===== src/hdl/rlec_pkg.sv =====
package rlec_pkg;

	localparam int ENTRIES = 64;
	localparam int LANES   = 8;
	localparam int ROWS    = ENTRIES / LANES;
	localparam int SLOT_W  = $clog2(ENTRIES);
	localparam int LANE_W  = $clog2(LANES);
	localparam int ROW_W   = SLOT_W - LANE_W;
	localparam int PTR_W   = SLOT_W + 1;
	localparam int DEV_W   = 2;
	localparam int OBJ_W   = 32;
	localparam int KEY_W   = DEV_W + OBJ_W;
	localparam int CNT_W   = 16;
	localparam int QDEPTH  = 4;
	localparam int QPTR_W  = $clog2(QDEPTH);

	localparam logic [PTR_W-1:0] NIL = PTR_W'(ENTRIES);

	typedef enum logic [1:0] {
		OP_GET  = 2'd0,
		OP_REL  = 2'd1,
		OP_DUP  = 2'd2,
		OP_NONE = 2'd3
	} op_t;

	typedef enum logic [1:0] {
		ST_OK    = 2'd0,
		ST_FULL  = 2'd1,
		ST_NOREF = 2'd2,
		ST_SAT   = 2'd3
	} status_t;

	typedef struct packed {
		op_t               op;
		logic [KEY_W-1:0]  key;
		logic [SLOT_W-1:0] slot;
	} req_t;

	typedef struct packed {
		status_t           status;
		logic [SLOT_W-1:0] slot;
		logic              hit;
		logic              evicted;
		logic [DEV_W-1:0]  ev_dev;
		logic [OBJ_W-1:0]  ev_num;
		logic [CNT_W-1:0]  cnt;
	} res_t;

	function automatic logic is_nil(input logic [PTR_W-1:0] p);
		return p[PTR_W-1];
	endfunction

endpackage


===== src/hdl/rlec_front.sv =====
module rlec_front import rlec_pkg::*; (
	input  logic              clk,
	input  logic              arst_n,
	input  logic              push,
	output logic              full,
	input  logic [1:0]        op,
	input  logic [DEV_W-1:0]  device,
	input  logic [OBJ_W-1:0]  object_number,
	input  logic [SLOT_W-1:0] slot,
	output logic              q_valid,
	output req_t              q_data,
	input  logic              q_pop
);

	req_t              buf_q [QDEPTH];
	logic [QPTR_W-1:0] wp_q, rp_q;
	logic [QPTR_W:0]   cnt_q;
	req_t              req_d;
	logic              wr, rd;

	always_comb begin
		req_d.op   = op_t'(op);
		req_d.key  = {device, object_number};
		req_d.slot = slot;
	end

	assign full    = (cnt_q == (QPTR_W + 1)'(QDEPTH));
	assign q_valid = (cnt_q != '0);
	assign q_data  = buf_q[rp_q];
	assign wr      = push && !full;
	assign rd      = q_pop && q_valid;

	always_ff @(posedge clk) begin
		if (wr) begin
			buf_q[wp_q] <= req_d;
		end
	end

	always_ff @(posedge clk or negedge arst_n) begin
		if (!arst_n) begin
			wp_q  <= '0;
			rp_q  <= '0;
			cnt_q <= '0;
		end else begin
			if (wr) begin
				wp_q <= wp_q + 1'b1;
			end
			if (rd) begin
				rp_q <= rp_q + 1'b1;
			end
			if (wr && !rd) begin
				cnt_q <= cnt_q + 1'b1;
			end else if (rd && !wr) begin
				cnt_q <= cnt_q - 1'b1;
			end
		end
	end

endmodule


===== config.mk =====
export PLATFORM = sky130hd
export DESIGN_NAME = rlec_front
export DESIGN_NICKNAME = d
export VERILOG_FILES = /design/src/hdl/rlec_pkg.sv /design/src/hdl/rlec_front.sv
export SDC_FILE = /design/constraint.sdc
export NUM_CORES = 1
export LEC_CHECK = 0
export ABC_CLOCK_PERIOD_IN_PS = 2100
export BUFFER_PORTS_ARGS = -buffer_cell sky130_fd_sc_hd__buf_2
export CORE_AREA = 3 3 143 145
export CTS_CLUSTER_DIAMETER = 150
export DETAILED_ROUTE_END_ITERATION = 7
export DIE_AREA = 0 0 146 148
export PLACE_DENSITY_LB_ADDON = 0.05
export SLEW_MARGIN = 0
export SYNTH_ARGS = -nofsm -noshare
export SYNTH_HDL_FRONTEND = slang
export SYNTH_SLANG_ARGS = --single-unit

===== constraint.sdc =====
create_clock -name clk -period 2.1 [get_ports clk]
set_input_delay 0.105 -clock clk [delete_from_list [all_inputs] [get_ports clk]]
set_output_delay 0.105 -clock clk [all_outputs]
set_load 0.005 [all_outputs]

==> impl_results.md <==
- Post-synth top area share: 77.1%
- Setup WS post-layout: 143 ps
- Final core occ: 43.6%
- Grt met1 use: 14.7%
- Sequential power share: 43.2%
- Non-Filler Instances: 688
- Pwr dens: 1320 mW/mm2
- Pin count of the biggest net entering global routing: 44
- Final setup viols: 0
- Post-route ant nets: 0
- Switching Share: 27.9%
- Initial core utilization: 33.8%
- Worst Hold Class: in2async
- # diodes: 0
- CTS Sinks: 175
- Die footprint: 0.0216 mm2
- FP Rows: 51
- Design area: 0.00844 mm2
- Register Area: 0.00523 mm2
- DP Worst Slack: 79.6 ps
- Final min period: 1960 ps
- Area grow syn2layout: 28.9%
- Crit path buf inv count: 1
- GRT Util Overall: 12.1%
- Post-Route Skew: 7.10 ps
- Clock insertion delay at the later pin of the skew report: 420 ps
- Crit path max-delay family: simple AND/OR/NAND/NOR gates
- Clk buf depth: 2
- Ports: 90
- Post-Syn Instances: 255
- Warnings from Yosys: 0
- Crit-path slowest cell: or3_4
- Final nets: 462
- Crit Path Class: reg2reg
- Drt pass-1 iters: 4
- Initial DRC Count: 109
- CP cell instances: or3_4, nand2_2, ha_4, inv_1, fa_1, xor2_1, nor2_1, xor2_1
- Worst-Margin Slew: 318 ps
- Area leader, netlist: edfxtp_1
- CTS H-tree lvls: 4
- CP startpoint kind: register
- TritonCTS clock tree: done
- Max-cap violations: 0
- Cell Area, Synth: 0.00654 mm2
- Total gr overflow: 0
- Tcrit/Tclk final: 93.2%
- RSZ-0062 raised after global routing: no
- CP peak stage delay: 400 ps
- Rel. slew slack: 78.8%
- Slew Limit Fails: 0
- PortBufs: 89
- Req. time, crit path: 2450 ps
- Placed instance area: 0.00741 mm2
- Comb pwr share: 29.9%
- CP arrival: 2300 ps
- DIE WIDTH: 146 um
- Final Routed Wirelength: 12.3 mm
- Final hold vios: 0
- Switching Power: 3100 uW
- Seq/Total Area, Yosys: 79.8%
- Vias: 3,040
- FMAX: 511 MHz
- Die Span Y: 148 um
- TritonCTS buffer count: 17
- Residual DRC count: 0
- Top cells by area, synth: edfxtp_1 (77%), mux4_2 (13%), dfrtp_1 (2.7%)
- Layer with the highest usage: met2
- Met2 GRT Util: 20.0%
- First-pass GRT wire length: 19.2 mm
- Initial antenna violation count: 0
- Vias in the first global route: 3,328
- Register bit total from synthesis: 175
- Syn Nets: 307
- Worst Setup End Kind: register
- DR vias/cell: 4.42
- Cell Int Power: 8000 uW
- Routed len/inst: 17.9 um
- Multi-input logic area: 0.00121 mm2
- Critical path peak fanout: 3
- Status: complete, no violations
- Reg clk slew, reported paths: 70 ps
- Placed insts: 612
- Leakage: 0.00293 uW
- Most used cell, CP: xor2_1
- Met3 usage: 4.08%
- HPWL after detailed placement: 7.20 mm
- Setup TNS: 0 ps
- Core area: 0.0193 mm2
- Filler instances: 1,689
- GP Congestion: 0.676
- Fraction of layout cells with a size suffix above 1: 43.5%
- Netlist cell types: 21
- Average size of a mapped cell: 25.7 um2
- Clock power frac: 26.8%
- Root buffer cell: clkbuf_16
- Worst vdd ir: 0.612 mV
## cells in the mapped netlist
cell / number
and2_1: 4
buf_12: 4
buf_2: 5
buf_6: 2
dfrtp_1: 7
edfxtp_1: 168
fa_1: 1
ha_1: 5
inv_1: 3
mux2_2: 1
mux2_4: 1
mux4_1: 4
mux4_2: 38
nand2_1: 1
nand3_1: 1
nor2_1: 1
nor2b_1: 1
nor3b_2: 1
or3_1: 1
xnor2_1: 4
xor2_1: 2
## power groups by stage
stage | combinational, uW | clock [uW] | sequential, uW
after floorplan | 2080 | 0 | 4820
after global placement | 3360 | 0 | 4850
after detailed placement | 3380 | 0 | 4880
after CTS | 3450 | 3070 | 4800
after global routing | 3690 | 3220 | 4860
final | 3320 | 2980 | 4800
## cell type report
cell class / count / share of cell area, %
inverter: 3 / 0.133
clock buffer: 18 / 5.09
tap: 265 / 3.93
multi-input combinational: 66 / 14.3
sequential: 175 / 61.9
timing repair buffer: 147 / 12.9
clock inverter: 14 / 1.63
## flip-flops by register name (all words and copies together) (netlist names)
name,count
buf_q,168
cnt_q,3
rp_q,2
wp_q,2
## placed cells by master, fill, tap and decap left out, types with 3 or more instances in the layout
cell type and instances:
clkinv_4 4, clkinv_2 3, clkbuf_16 17, inv_1 3, mux4_2 38, inv_6 3
buf_2 89, mux4_1 4, xnor2_1 4, edfxtp_1 168, buf_12 8, dlygate4sd3_1 44
ha_1 4, and2_2 4, buf_4 6, dfrtp_1 5
## final timing paths
kind,slack [ps],end,from,cells past startpoint
hold / removal,50,cnt_q[2],arst_n,2
min in group clk,270,wp_q[0],push,4
hold reg to reg,500,cnt_q[2],cnt_q[2],1
setup reg to reg,140,cnt_q[2],cnt_q[0],8
setup / recovery,140,cnt_q[2],cnt_q[0],8
max in group asynchronous,1860,rp_q[0],arst_n,2
## through the flow
stage | power (uW) | hold slack (ps)
after detailed placement | 8250 | -42.1
after floorplan | 6900 | -191
after global placement | 8210 | -41.5
after global routing | 11800 | 74.4
final | 11100 | 50.3
after CTS | 11300 | 39.8
## worst register-to-register path, cell delays in order, from the launching register on
cell and delay [ps]:
dfrtp_1 380, or3_4 400, nand2_2 110, ha_4 140, inv_1 50, fa_1 380
xor2_1 160, nor2_1 130, xor2_1 150
## per-layer routing
layer  vias up  share of wire [%]
met4         0                1.3
met1      1568                 43
li1       1391                  -
met5         -                  0
met2        70                 51
met3        11                5.1
## repair_timing
item | CTS | global route
gates resized for setup | 0 | 4
hold buffers | 44 | 0
setup buffers | 0 | 0
hold endpoints to repair | 177 | 0
endpoints found under the setup margin | 0 | 1
## kinds of logic after synthesis
logic type    share of synthesized area [%]
flops                                  79.8
simple gates                          0.956
mux                                    15.1
buf+inv                                2.12
fa+ha+maj                              1.26
xor+xnor                              0.803
(Power assumes the default switching activity.)
